===== src/rtl/tmnl_pkg.sv =====
// ----------------------------------------------------------------------------
// tmnl_pkg: shared types, constants and walk functions
// Holds the register codes, field widths and the small position-walk helpers
// that step a coordinate through the cells of one axis of the torus.
// ----------------------------------------------------------------------------
`default_nettype none

package tmnl_pkg;

  // Grid and radius limits.
  localparam int MAX_SIDE   = 64;
  localparam int MAX_RADIUS = 5;
  localparam int MIN_SIDE   = 2;
  localparam int MIN_RADIUS = 1;

  // Field widths.
  localparam int IDX_W   = 12;                 // linear cell index
  localparam int SIDE_W  = 7;                  // grid_side register
  localparam int RAD_W   = 3;                  // radius register
  localparam int POS_W   = $clog2(MAX_SIDE);   // one coordinate
  localparam int WIDE_W  = SIDE_W + 1;         // signed-ish interval bounds
  localparam int LIN_W   = POS_W + SIDE_W;     // row * side + col
  localparam int DATA_W  = 16;                 // tdata, whole bytes

  // Configuration port.
  localparam int CFG_IDX_W  = 1;
  localparam int CFG_DATA_W = SIDE_W;
  localparam logic [CFG_IDX_W-1:0] REG_GRID_SIDE = 1'd0;
  localparam logic [CFG_IDX_W-1:0] REG_RADIUS    = 1'd1;

  localparam logic [SIDE_W-1:0] GRID_SIDE_RST = SIDE_W'(MAX_SIDE);
  localparam logic [RAD_W-1:0]  RADIUS_RST    = RAD_W'(MIN_RADIUS);

  // Request to and response from the iterative divider.
  typedef struct packed {
    logic              start;
    logic [IDX_W-1:0]  dividend;
    logic [SIDE_W-1:0] divisor;
  } div_req_t;

  typedef struct packed {
    logic             done;
    logic [IDX_W-1:0] quotient;
    logic [POS_W-1:0] remainder;
  } div_rsp_t;

  // Result of one step along an axis.
  typedef struct packed {
    logic             done;
    logic [POS_W-1:0] pos;
  } walk_t;

  // Cyclic distance between two coordinates on a ring of the given size.
  function automatic logic [POS_W-1:0] cyc_dist(input logic [POS_W-1:0]  a,
                                                input logic [POS_W-1:0]  b,
                                                input logic [SIDE_W-1:0] side);
    logic [POS_W-1:0]  d;
    logic [SIDE_W-1:0] wrapd;
    d     = (a > b) ? (a - b) : (b - a);
    wrapd = side - SIDE_W'(d);
    if (SIDE_W'(d) > (side >> 1)) begin
      d = wrapd[POS_W-1:0];
    end
    return d;
  endfunction

  // Lowest coordinate within cyclic distance r of center.
  function automatic logic [POS_W-1:0] first_pos(input logic [POS_W-1:0]  center,
                                                 input logic [RAD_W-1:0]  r,
                                                 input logic [SIDE_W-1:0] side);
    logic [WIDE_W-1:0] lo;
    logic [WIDE_W-1:0] hi;
    logic              wrap;
    lo   = WIDE_W'(center) - WIDE_W'(r);
    hi   = WIDE_W'(center) + WIDE_W'(r);
    wrap = lo[WIDE_W-1] || (hi >= WIDE_W'(side));
    return wrap ? '0 : lo[POS_W-1:0];
  endfunction

  // Next coordinate above cur that lies within cyclic distance r of center.
  // The reachable set is one interval that may wrap, so at most one jump
  // over the gap is ever needed.
  function automatic walk_t next_pos(input logic [POS_W-1:0]  cur,
                                     input logic [POS_W-1:0]  center,
                                     input logic [RAD_W-1:0]  r,
                                     input logic [SIDE_W-1:0] side);
    logic [WIDE_W-1:0] lo;
    logic [WIDE_W-1:0] n;
    logic [WIDE_W-1:0] target;
    walk_t             res;
    lo       = WIDE_W'(center) - WIDE_W'(r);
    n        = WIDE_W'(cur) + WIDE_W'(1);
    target   = lo[WIDE_W-1] ? (lo + WIDE_W'(side)) : lo;
    res.done = 1'b0;
    res.pos  = n[POS_W-1:0];
    if (n == WIDE_W'(side)) begin
      res.done = 1'b1;
    end else if (cyc_dist(n[POS_W-1:0], center, side) <= POS_W'(r)) begin
      res.pos = n[POS_W-1:0];
    end else if (n <= target) begin
      res.pos = target[POS_W-1:0];
    end else begin
      res.done = 1'b1;
    end
    return res;
  endfunction

endpackage

`default_nettype wire


===== src/rtl/tmnl_div.sv =====
// ----------------------------------------------------------------------------
// tmnl_div: iterative restoring divider
// Splits a linear index into quotient (row) and remainder (column), one
// quotient bit per cycle through a single shared subtractor.
// ----------------------------------------------------------------------------
`default_nettype none

module tmnl_div
  import tmnl_pkg::*;
(
  input  wire logic     clk,
  input  wire logic     rst_n,
  input  wire div_req_t req,
  output div_rsp_t      rsp
);

  localparam int CNT_W = $clog2(IDX_W);

  logic              busy_r;
  logic              done_r;
  logic [CNT_W-1:0]  cnt_r;
  logic [IDX_W-1:0]  dvd_r;   // dividend bits shift out, quotient bits in
  logic [SIDE_W-1:0] rem_r;
  logic [SIDE_W-1:0] dvs_r;

  logic [SIDE_W-1:0] rem_sh;
  logic              fits;

  assign rem_sh = {rem_r[SIDE_W-2:0], dvd_r[IDX_W-1]};
  assign fits   = (rem_sh >= dvs_r);

  always_ff @(posedge clk) begin
    if (!rst_n) begin
      busy_r <= 1'b0;
      done_r <= 1'b0;
      cnt_r  <= '0;
      dvd_r  <= '0;
      rem_r  <= '0;
      dvs_r  <= '0;
    end else begin
      done_r <= 1'b0;
      if (req.start) begin
        busy_r <= 1'b1;
        cnt_r  <= '0;
        dvd_r  <= req.dividend;
        rem_r  <= '0;
        dvs_r  <= req.divisor;
      end else if (busy_r) begin
        rem_r <= fits ? (rem_sh - dvs_r) : rem_sh;
        dvd_r <= {dvd_r[IDX_W-2:0], fits};
        cnt_r <= cnt_r + CNT_W'(1);
        if (cnt_r == CNT_W'(IDX_W - 1)) begin
          busy_r <= 1'b0;
          done_r <= 1'b1;
        end
      end
    end
  end

  assign rsp.done      = done_r;
  assign rsp.quotient  = dvd_r;
  assign rsp.remainder = rem_r[POS_W-1:0];

`ifndef NO_ASSERTIONS
  // The remainder never reaches the divisor once an iteration has settled.
  a_rem_below_dvs : assert property (@(posedge clk) disable iff (!rst_n)
    done_r |-> (rem_r < dvs_r))
    else $error("divider remainder not below divisor");

  // Done is raised in the cycle after the last busy step.
  a_done_after_busy : assert property (@(posedge clk) disable iff (!rst_n)
    done_r |-> $past(busy_r))
    else $error("divider done without a preceding step");

  // A start is only issued while the divider is free.
  a_start_when_free : assert property (@(posedge clk) disable iff (!rst_n)
    req.start |-> !busy_r)
    else $error("divider restarted while busy");
`endif

endmodule

`default_nettype wire


===== src/rtl/torus_manhattan_neighbour_list.sv =====
// ----------------------------------------------------------------------------
// torus_manhattan_neighbour_list: von Neumann neighbours on a square torus
// For each cell index, streams the linear index of every other cell within
// the configured cyclic Manhattan radius, column-major scan order.
// ----------------------------------------------------------------------------
//
//  Channel  | Direction | Signals                         | Content
//  ---------+-----------+---------------------------------+--------------------
//  in_      | slave     | tvalid, tready, tdata[15:0]     | cell_index
//  out_     | master    | tvalid, tready, tdata[15:0],    | neighbour_index,
//           |           | tlast, tuser[0]                 | last, bad_index
//  cfg_     | write     | wen, index[0], wdata[6:0]       | grid_side, radius
//
// Each transaction on in_ first runs through the restoring divider, which
// splits the cell index into row and column. For every column visited, a
// column step then re-arms the row walk, and the scan visits one cell per
// cycle while the out_ channel keeps up. A bad index gives a single result.
// Reset is synchronous and active low; it restores grid_side to 64 and
// radius to 1. in_tready is high only between items; a stalled out_ channel
// stalls the scan, while the last result may still wait in the output
// register when the next input transaction is accepted.
// ----------------------------------------------------------------------------
`default_nettype none

module torus_manhattan_neighbour_list
  import tmnl_pkg::*;
(
  input  wire logic                  clk,
  input  wire logic                  rst_n,
  // Input stream.
  input  wire logic                  in_tvalid,
  output logic                       in_tready,
  input  wire logic [DATA_W-1:0]     in_tdata,   // [11:0] cell_index
  // Result stream.
  output logic                       out_tvalid,
  input  wire logic                  out_tready,
  output logic [DATA_W-1:0]          out_tdata,  // [11:0] neighbour_index
  output logic                       out_tlast,
  output logic [0:0]                 out_tuser,  // [0] bad_index
  // Configuration writes.
  input  wire logic                  cfg_wen,
  input  wire logic [CFG_IDX_W-1:0]  cfg_index,
  input  wire logic [CFG_DATA_W-1:0] cfg_wdata
);

  typedef enum logic [2:0] {
    ST_IDLE,
    ST_DIV,
    ST_COL,
    ST_SCAN,
    ST_FLUSH
  } state_t;

  // Configuration registers.
  logic [SIDE_W-1:0] grid_side_r;
  logic [RAD_W-1:0]  radius_r;

  // Sequencer and walk state.
  state_t            state_r,  state_nxt;
  logic [SIDE_W-1:0] side_r,   side_nxt;
  logic [RAD_W-1:0]  rad_r,    rad_nxt;
  logic [RAD_W-1:0]  rrad_r,   rrad_nxt;   // row radius for current column
  logic [POS_W-1:0]  cx_r,     cx_nxt;
  logic [POS_W-1:0]  cy_r,     cy_nxt;
  logic [POS_W-1:0]  col_r,    col_nxt;
  logic [POS_W-1:0]  row_r,    row_nxt;

  // A result is held back one step so that last can be set on it once the
  // scan is known to have finished.
  logic              hold_vld_r, hold_vld_nxt;
  logic [IDX_W-1:0]  hold_idx_r, hold_idx_nxt;
  logic              hold_bad_r, hold_bad_nxt;

  // Output register.
  logic              out_vld_r,  out_vld_nxt;
  logic [IDX_W-1:0]  out_idx_r,  out_idx_nxt;
  logic              out_last_r, out_last_nxt;
  logic              out_bad_r,  out_bad_nxt;

  // Effective configuration, saturated to the supported ranges.
  logic [SIDE_W-1:0] side_eff;
  logic [RAD_W-1:0]  rad_eff;

  div_req_t          div_req;
  div_rsp_t          div_rsp;

  logic              in_fire;
  logic              out_free;
  logic              is_center;
  logic              emit;
  logic              can_go;
  logic              push_mid;
  logic              push_last;
  logic [POS_W-1:0]  dx;
  logic [LIN_W-1:0]  lin;
  walk_t             rwalk;
  walk_t             cwalk;

  always_ff @(posedge clk) begin
    if (!rst_n) begin
      grid_side_r <= GRID_SIDE_RST;
      radius_r    <= RADIUS_RST;
    end else if (cfg_wen) begin
      unique case (cfg_index)
        REG_GRID_SIDE: grid_side_r <= cfg_wdata;
        REG_RADIUS:    radius_r    <= cfg_wdata[RAD_W-1:0];
      endcase
    end
  end

  always_comb begin
    side_eff = grid_side_r;
    if (grid_side_r < SIDE_W'(MIN_SIDE)) begin
      side_eff = SIDE_W'(MIN_SIDE);
    end else if (grid_side_r > SIDE_W'(MAX_SIDE)) begin
      side_eff = SIDE_W'(MAX_SIDE);
    end
    rad_eff = radius_r;
    if (radius_r < RAD_W'(MIN_RADIUS)) begin
      rad_eff = RAD_W'(MIN_RADIUS);
    end else if (radius_r > RAD_W'(MAX_RADIUS)) begin
      rad_eff = RAD_W'(MAX_RADIUS);
    end
  end

  assign in_tready = (state_r == ST_IDLE);
  assign in_fire   = in_tvalid && in_tready;

  assign div_req.start    = in_fire;
  assign div_req.dividend = in_tdata[IDX_W-1:0];
  assign div_req.divisor  = side_eff;

  tmnl_div u_div (
    .clk   (clk),
    .rst_n (rst_n),
    .req   (div_req),
    .rsp   (div_rsp)
  );

  // Per-cell arithmetic used by the scan.
  assign out_free  = !out_vld_r || out_tready;
  assign is_center = (col_r == cx_r) && (row_r == cy_r);
  assign emit      = !is_center;
  assign can_go    = !emit || !hold_vld_r || out_free;
  assign push_mid  = (state_r == ST_SCAN) && emit && hold_vld_r && out_free;
  assign push_last = (state_r == ST_FLUSH) && out_free;
  assign dx        = cyc_dist(col_r, cx_r, side_r);
  assign lin       = LIN_W'(row_r) * LIN_W'(side_r) + LIN_W'(col_r);
  assign rwalk     = next_pos(row_r, cy_r, rrad_r, side_r);
  assign cwalk     = next_pos(col_r, cx_r, rad_r, side_r);

  always_comb begin
    state_nxt    = state_r;
    side_nxt     = side_r;
    rad_nxt      = rad_r;
    rrad_nxt     = rrad_r;
    cx_nxt       = cx_r;
    cy_nxt       = cy_r;
    col_nxt      = col_r;
    row_nxt      = row_r;
    hold_vld_nxt = hold_vld_r;
    hold_idx_nxt = hold_idx_r;
    hold_bad_nxt = hold_bad_r;

    unique case (state_r)
      ST_IDLE: begin
        if (in_fire) begin
          side_nxt  = side_eff;
          rad_nxt   = rad_eff;
          state_nxt = ST_DIV;
        end
      end
      ST_DIV: begin
        if (div_rsp.done) begin
          if (div_rsp.quotient >= IDX_W'(side_r)) begin
            // Index outside the grid: one flagged result, index zero.
            hold_vld_nxt = 1'b1;
            hold_idx_nxt = '0;
            hold_bad_nxt = 1'b1;
            state_nxt    = ST_FLUSH;
          end else begin
            cx_nxt    = div_rsp.remainder;
            cy_nxt    = div_rsp.quotient[POS_W-1:0];
            col_nxt   = first_pos(div_rsp.remainder, rad_r, side_r);
            state_nxt = ST_COL;
          end
        end
      end
      ST_COL: begin
        rrad_nxt  = rad_r - dx[RAD_W-1:0];
        row_nxt   = first_pos(cy_r, rad_r - dx[RAD_W-1:0], side_r);
        state_nxt = ST_SCAN;
      end
      ST_SCAN: begin
        if (can_go) begin
          if (emit) begin
            hold_vld_nxt = 1'b1;
            hold_idx_nxt = lin[IDX_W-1:0];
            hold_bad_nxt = 1'b0;
          end
          if (!rwalk.done) begin
            row_nxt = rwalk.pos;
          end else if (!cwalk.done) begin
            col_nxt   = cwalk.pos;
            state_nxt = ST_COL;
          end else begin
            state_nxt = ST_FLUSH;
          end
        end
      end
      ST_FLUSH: begin
        if (push_last) begin
          hold_vld_nxt = 1'b0;
          state_nxt    = ST_IDLE;
        end
      end
      default: begin
        state_nxt = ST_IDLE;
      end
    endcase

    out_vld_nxt  = out_vld_r;
    out_idx_nxt  = out_idx_r;
    out_last_nxt = out_last_r;
    out_bad_nxt  = out_bad_r;
    if (push_mid || push_last) begin
      out_vld_nxt  = 1'b1;
      out_idx_nxt  = hold_idx_r;
      out_last_nxt = push_last;
      out_bad_nxt  = hold_bad_r;
    end else if (out_tready) begin
      out_vld_nxt = 1'b0;
    end
  end

  always_ff @(posedge clk) begin
    if (!rst_n) begin
      state_r    <= ST_IDLE;
      side_r     <= GRID_SIDE_RST;
      rad_r      <= RADIUS_RST;
      rrad_r     <= '0;
      cx_r       <= '0;
      cy_r       <= '0;
      col_r      <= '0;
      row_r      <= '0;
      hold_vld_r <= 1'b0;
      hold_idx_r <= '0;
      hold_bad_r <= 1'b0;
      out_vld_r  <= 1'b0;
      out_idx_r  <= '0;
      out_last_r <= 1'b0;
      out_bad_r  <= 1'b0;
    end else begin
      state_r    <= state_nxt;
      side_r     <= side_nxt;
      rad_r      <= rad_nxt;
      rrad_r     <= rrad_nxt;
      cx_r       <= cx_nxt;
      cy_r       <= cy_nxt;
      col_r      <= col_nxt;
      row_r      <= row_nxt;
      hold_vld_r <= hold_vld_nxt;
      hold_idx_r <= hold_idx_nxt;
      hold_bad_r <= hold_bad_nxt;
      out_vld_r  <= out_vld_nxt;
      out_idx_r  <= out_idx_nxt;
      out_last_r <= out_last_nxt;
      out_bad_r  <= out_bad_nxt;
    end
  end

  assign out_tvalid   = out_vld_r;
  assign out_tdata    = DATA_W'(out_idx_r);
  assign out_tlast    = out_last_r;
  assign out_tuser[0] = out_bad_r;

`ifndef NO_ASSERTIONS
  // A bad-index result is always the only and final one for its input.
  a_bad_is_last : assert property (@(posedge clk) disable iff (!rst_n)
    (out_vld_r && out_bad_r) |-> (out_last_r && (out_idx_r == '0)))
    else $error("bad index result not last or not zero");

  // Every scan leaves at least one result pending for the final flag.
  a_flush_has_item : assert property (@(posedge clk) disable iff (!rst_n)
    (state_r == ST_FLUSH) |-> hold_vld_r)
    else $error("flush without a held result");

  // The walk never leaves the grid.
  a_walk_in_grid : assert property (@(posedge clk) disable iff (!rst_n)
    (state_r == ST_SCAN) |->
      ((SIDE_W'(col_r) < side_r) && (SIDE_W'(row_r) < side_r)))
    else $error("scan position outside the grid");

  // Emitted neighbours never name the center cell itself.
  a_center_skipped : assert property (@(posedge clk) disable iff (!rst_n)
    ((state_r == ST_SCAN) && is_center) |=> (hold_idx_r == $past(hold_idx_r)))
    else $error("center cell written as a neighbour");
`endif

endmodule

`default_nettype wire


===== config.mk =====
export PLATFORM = sky130hd
export DESIGN_NAME = torus_manhattan_neighbour_list
export DESIGN_NICKNAME = d
export VERILOG_FILES = /design/src/rtl/tmnl_pkg.sv /design/src/rtl/tmnl_div.sv /design/src/rtl/torus_manhattan_neighbour_list.sv
export SDC_FILE = /design/constraint.sdc
export NUM_CORES = 1
export LEC_CHECK = 0
export BUFFER_PORTS_ARGS = -buffer_cell sky130_fd_sc_hd__buf_2
export CAP_MARGIN = 10
export CELL_PAD_IN_SITES_DETAIL_PLACEMENT = 0
export CELL_PAD_IN_SITES_GLOBAL_PLACEMENT = 1
export CORE_AREA = 2 2 210 129
export DETAILED_ROUTE_END_ITERATION = 7
export DIE_AREA = 0 0 212 131
export PLACE_DENSITY_LB_ADDON = 0.1
export SYNTH_ARGS = -nofsm -noshare
export SYNTH_HDL_FRONTEND = slang
export SYNTH_SLANG_ARGS = --single-unit

===== constraint.sdc =====
create_clock -name clk -period 6.8 [get_ports clk]
set_input_delay 1.36 -clock clk [delete_from_list [all_inputs] [get_ports clk]]
set_output_delay 1.36 -clock clk [all_outputs]
set_load 0.02 [all_outputs]

Yosys cells after proc, flatten, opt, wreduce, memory -nomap -nowiden --
Index checks and enable logic that the tools add are counted.
Word-level totals: bits in registers 110, latch bits 0, bits in writable memories 0, memory bits (read-only) 0, input bits 29, output and inout port bits 20, word-level logic and storage cells 188, memories kept 0
Operators by class: add/subtract/negate cells 23, multiply operators 1, divide/modulo/power cells 0, magnitude comparators 18, equality and inequality tests 19, shifts and indexed selects 0, muxes and demuxes 68, bitwise logic cells 4, reductions and logical operators 32
Operators by type and width (number):
- 6-bit 2-to-1 mux | 23
- 12-bit 2-to-1 mux | 6
- 6-bit subtractor | 9
- 6-bit > comparator | 6
- 3-bit 2-to-1 mux | 10
- 6-bit by 3-bit subtractor with 7-bit output | 4
- 12-bit one-hot mux with 2 select lines | 1
- 6-bit one-hot mux with 2 select lines | 2
- 7-bit >= comparator | 3
- 1-bit 2-to-1 mux | 19
- 8-bit by 7-bit adder with 8-bit output | 2
- 7-bit by 8-bit <= comparator with 1-bit output | 2
- 8-bit 2-to-1 mux | 2
- 2-bit inequality test, second input constant | 8
- 3-bit one-hot mux with 5 select lines | 1
- 6-bit by 1-bit adder with 7-bit output, second input constant | 2
- 6-bit by 3-bit adder with 7-bit output | 2
- 7-bit == test | 2
- 7-bit 2-to-1 mux | 2
- 12-bit by 6-bit adder with 12-bit output | 1
- 6-bit == test | 2
- 12-bit by 7-bit >= comparator with 1-bit output | 1
- 6-bit by 3-bit <= comparator with 1-bit output | 2
- 6-bit by 7-bit multiplier with 12-bit output | 1
- other kinds (26) | 52

Depth between registers and ports, before layout --
depth after elaboration 13, depth in mapped cells 35, mapped depth without buffers 35

Modules after synthesis --
Synthesis repeated with hierarchy kept, for this count alone.
Second synthesis, totals: cells, all modules 1422, area total of the unflattened synthesis 11720.0 µm²
Modules (own cells, without submodules):
- torus_manhattan_neighbour_list | instances 1, cells an instance 1230, area each 10042.1 µm², seq. area each 1581.5 µm²
- tmnl_div | instances 1, cells an instance 192, area each 1677.9 µm², seq. area each 620.6 µm²

Least setup slack after synthesis --
No wires, ideal clock.
kind flip-flop to flip-flop, start point register col_r[0], end point register row_r[1], setup time 86 ps, arrival 6782 ps, data required time 6714 ps, slack -68 ps, cell stages (with the launch flop) 32, path buffers 0, period minus slack after synthesis 6868 ps, cell sequence dfxtp_1 inv_1 ha_1 fa_1 nor2b_1 o21a_1 o21a_1 o21ai_0 a21oi_2 mux2i_1 ha_1 nor2b_1 o21a_1 o21a_1 o21a_1 o21a_1 o22ai_1 mux2_2 fa_1 xnor2_1 xnor3_1 ha_1 xor2_1 ha_1 a21o_1 a21oi_1 nor2b_1 o211ai_1 o2111ai_1 nor2_1 nor2_1 a221oi_2
On the way: word-level cells in the longest chain between the ends 10, elaborated cells on any way between the ends 20, those cells by class 6 x add/sub; 3 x order compare; 2 x eq/ne; 4 x mux; 5 x reduce/logical
Ends and longest elaborated chain:
- start, declared | line torus_manhattan_neighbour_list.sv:65 | logic [POS_W-1:0] col_r, col_nxt;
- start signal, assigned | line torus_manhattan_neighbour_list.sv:260 | col_r <= col_nxt;
- 6-bit subtractor or 6-bit > comparator (tied branches) | line tmnl_pkg.sv:59 | d = (a > b) ? (a - b) : (b - a);
- 6-bit 2-to-1 mux | line tmnl_pkg.sv:59
- 6-bit > comparator or 3-bit subtractor (tied branches) | line tmnl_pkg.sv:61, tmnl_pkg.sv:60
- 3-bit 2-to-1 mux | line tmnl_pkg.sv:61 | if (SIDE_W'(d) > (side >> 1)) begin
- 3-bit subtractor | line torus_manhattan_neighbour_list.sv:191 | row_nxt = first_pos(cy_r, rad_r - dx[RAD_W-1:0], side_r);
- 6-bit by 3-bit adder with 7-bit output | line tmnl_pkg.sv:75 | hi = WIDE_W'(center) + WIDE_W'(r);
- 7-bit >= comparator | line tmnl_pkg.sv:76 | wrap = lo[WIDE_W-1] || (hi >= WIDE_W'(side));
- 1-bit logical OR | line tmnl_pkg.sv:76
- 6-bit 2-to-1 mux | line tmnl_pkg.sv:77 | return wrap ? '0 : lo[POS_W-1:0];
- 6-bit one-hot mux with 2 select lines | line torus_manhattan_neighbour_list.sv:165 | unique case (state_r)
- end signal, assigned | line torus_manhattan_neighbour_list.sv:261 | row_r <= row_nxt;
- end, declared | line torus_manhattan_neighbour_list.sv:66 | logic [POS_W-1:0] row_r, row_nxt;
Parallel ways exist; a longest one is shown, timed or not. A chain may end at the register's enable or synchronous reset.

Worst setup path after layout --
start point register col_r[0], end point register row_r[5]
Same word-level chain as after synthesis.

==> flow_metrics.py <==
metrics = {
    "sta": {
        "fin_skew_ns": 0.0147,
        "post-route-period-util_pct": 99.2,
        "rsz0062_at_grt": "true",
        "fin_setup_tns_ns": 0,
        "max_freq_mhz": 148,
        "slew_headroom_pct": 29.4,
        "fin_ws_ns": 0.0518,
        "final_hold_viol_count": 0,
        "worst_slew_pin_slew_ns": 1.06,
        "finalSetupViolCount": 0,
        "hold_slack_ns": 0.460,
        "drv_slew": 0,
        "min_period_ns": 6.75,
    },
    "clock_tree": {
        "cts_htree_levels": 3,
        "path_clk_slew_ns": 0.08,
        "tritoncts": "done",
        "cts_buffers": 9,
        "clock_latency_ns": 0.37,
        "cts_sinks": 104,
        "cts_max_path_buffers": 2,
        "root_buffer": "clkbuf_16",
        "postCtsHoldBufs": 0,
    },
    "route": {
        "drc": 0,
        "ant_nets": 0,
        "dr_total_vias": 9940,
        "totalWireLength_microns": 35800,
        "drt_iter0_markers": 712,
        "vias_per_cell": 5.46,
        "wire_per_inst_microns": 19.6,
        "drt_first_pass_iters": 5,
    },
    "power": {
        "pwr-share-clk_pct": 21.0,
        "p_comb_share_pct": 53.2,
        "leakagePower_nw": 6.17,
        "p_sw_share_pct": 43.3,
        "peakVddDrop_mv": 0.137,
        "power_mw": 2.73,
        "p_sw_mw": 1.18,
        "p_per_area_nw_per_um2": 213,
        "intPower_mw": 1.55,
        "seq_power_share_pct": 25.8,
    },
    "final_layout": {
        "area_delta_synth_final_pct": 14.2,
        "nets": 1704,
        "fillCellCount": 2506,
        "num_antenna_cells": 0,
        "final_area_sq_um": 12800,
        "drive_above_1_share_pct": 14.1,
    },
    "placed_design": {
        "place_hpwl_microns": 28000,
        "port_buffers": 40,
        "place.gp.congestion": 0.973,
        "place_ws_ns": -0.195,
        "dpl-instance-area_sq_um": 12300,
    },
    "logic_synthesis": {
        "synth.avg_cell_area_sq_um": 8.24,
        "ys_types": 72,
        "synth-main-ff-cell": "dfxtp_1",
        "synth_top_area_cell": "ha_1",
        "yosysSeqAreaShare_pct": 18.5,
        "synthArstFlopShare_pct": 0,
        "synth_common_cells": "178 x ha_1, 131 x inv_1, 126 x nor2_1, 117 x nand2_1, 104 x dfxtp_1",
        "synth-seq-cells": 104,
        "syn_inst": 1363,
        "synthesis.area_sq_um": 11200,
        "synth.most_common_cell": "ha_1",
        "synth_top_area_share_pct": 19.8,
        "synth_warnings": 0,
        "synth_edf_count": 0,
        "synth_area_leaders": "ha_1 20%, dfxtp_1 19%, fa_1 7.5%, mux2i_1 5.3%, xnor2_1 4.8%",
    },
    "grt": {
        "first_global_vias": 9274,
        "antenna_found_initial": 0,
        "grt_pass1_wl_microns": 54600,
        "grt_max_degree": 51,
        "grtUsageTotal_pct": 26.3,
        "grt-ovfl-total": 0,
    },
    "floorplanning": {
        "num_rows": 46,
        "dieHeight_microns": 131,
        "core_area_sq_um": 26000,
        "dieArea_sq_um": 27800,
        "die_x_microns": 212,
        "initial_core_util_pct": 43.3,
        "io_pins": 49,
    },
    "critical_path": {
        "crit_top_cell": "o21a_1",
        "reg2reg_depth": 34,
        "crit_path_max_fanout": 6,
        "cpLargestDelayFamily": "compound AO/OA/AOI/OAI gates",
        "critPathKind": "reg2reg",
        "ff2ff_setup_slack_ns": 0.05,
        "critPathSlowestCell": "fa_2",
        "crit_path_max_incr_delay_ns": 0.37,
        "r2r-end": "row_r[5]$_SDFFE_PN0P_",
        "crit_path_start_kind": "flip-flop",
        "crit_arrival_ns": 7.03,
        "crit_buf_inv": 4,
        "setup.worst_path.end_class": "flip-flop",
        "crit_required_ns": 7.08,
        "r2r-start": "col_r[0]$_SDFFE_PN0P_",
    },
    "hold_path": {
        "holdCritStartpoint": "hold_idx_r[11]$_SDFFE_PN0P_",
        "hp-class": "reg2reg",
        "whs_path_depth": 2,
        "min_to": "hold_idx_r[11]$_SDFFE_PN0P_",
    },
    "status": {
        "status": "complete, no violations",
    },
    "flow_run": {
        "maxCapViolCount": 0,
    },
}
worst max-delay path by stage:
stage	start	end	slack, ns	cells after the start
finish	col_r[0]$_SDFFE_PN0P_	row_r[5]$_SDFFE_PN0P_	0.05	34
global route	col_r[0]$_SDFFE_PN0P_	row_r[5]$_SDFFE_PN0P_	-0.29	35
CTS	col_r[0]$_SDFFE_PN0P_	row_r[3]$_SDFFE_PN0P_	0.003	36
detailed placement	col_r[0]$_SDFFE_PN0P_	row_r[2]$_SDFFE_PN0P_	-0.20	35
global placement	col_r[0]$_SDFFE_PN0P_	row_r[3]$_SDFFE_PN0P_	-0.13	35
floorplan	col_r[0]$_SDFFE_PN0P_	row_r[1]$_SDFFE_PN0P_	0.02	33
worst register-to-register path, delay by kind of cell, from the launching register on:
kind,cells,cell delay (ns)
DFF,1,0.34
xor gates and xnor gates,3,0.61
adders and majority gates,6,1.78
AOI/OAI and AO/OA,15,2.39
muxes,2,0.57
and+or+nand+nor,4,0.45
buffers and inverters,4,0.55
per-layer routing:
metal	vias up	global-route usage (%)	wire length [microns]
li1	4904	-	-
met1	4741	40.9	19000
met2	266	36.7	13800
met3	29	5.88	2620
met4	0	4.02	380
met5	-	0	0
sequential cells by signal, summed over array words and instances, names as in the netlist, 7 cells and up:
register     flops
u_div.dvd_r     12
grid_side_r      7
hold_idx_r      12
out_idx_r       12
u_div.dvs_r      7
power groups by stage:
stage | sequential, mW | clock [mW] | combinational, mW
5_1_grt | 0.711 | 0.611 | 1.60
3_5_place_dp | 0.718 | 0 | 1.41
3_3_place_gp | 0.718 | 0 | 1.39
2_1_floorplan | 0.687 | 0 | 1.03
4_1_cts | 0.704 | 0.591 | 1.42
6_report | 0.704 | 0.574 | 1.45
placed cells by master (no fill, tap or decap), types with 28 or more instances in the layout:
cell / netlist / routed
fa_1: 42 / 40
xor2_1: 28 / 28
nand2_1: 117 / 115
dfxtp_1: 104 / 103
buf_4: 7 / 91
mux2i_1: 60 / 58
xnor2_1: 61 / 60
ha_1: 178 / 174
a21oi_1: 85 / 82
inv_1: 131 / 129
nor2_1: 126 / 121
o21ai_0: 55 / 53
a211oi_1: 36 / 34
buf_2: 5 / 40
final cells by class:
cell class	instances	area (sq um)	share of cell area (%)
inverter	132	495	3.86
timing repair buffer	134	917	7.15
sequential	104	2080	16.2
clock inverter	6	75.1	0.585
tap	360	450	3.51
clock buffer	10	239	1.86
multi-input combinational	1074	8570	66.8
through the flow:
step | utilization [%] | std cells
after floorplan | - | 1366
after global placement | 47.4 | 1797
after detailed placement | 47.4 | 1797
after CTS | 48.8 | 1813
after global routing | 49.4 | 1820
final | 49.4 | 1820
timing repair:
| item | CTS | global route |
|---|---|---|
| pin swaps | 5 | 31 |
| gates resized for setup | 6 | 33 |
| endpoints found under the setup margin | 6 | 6 |
| buffers inserted | 0 | 7 |
cell families after synthesis:
| group | after synthesis | synth area share (%) |
|---|---|---|
| AO/OA/AOI/OAI | 295 | 17.4 |
| XOR/XNOR | 92 | 7.54 |
| adder cells (fa/ha/maj) | 220 | 27.3 |
| buffers and inverters | 188 | 6.59 |
| flip-flops | 104 | 18.5 |
| multiplexers | 67 | 6.05 |
| other | 1 | 0.0334 |
| AND/OR/NAND/NOR | 396 | 16.6 |
(Power assumes the default switching activity.)
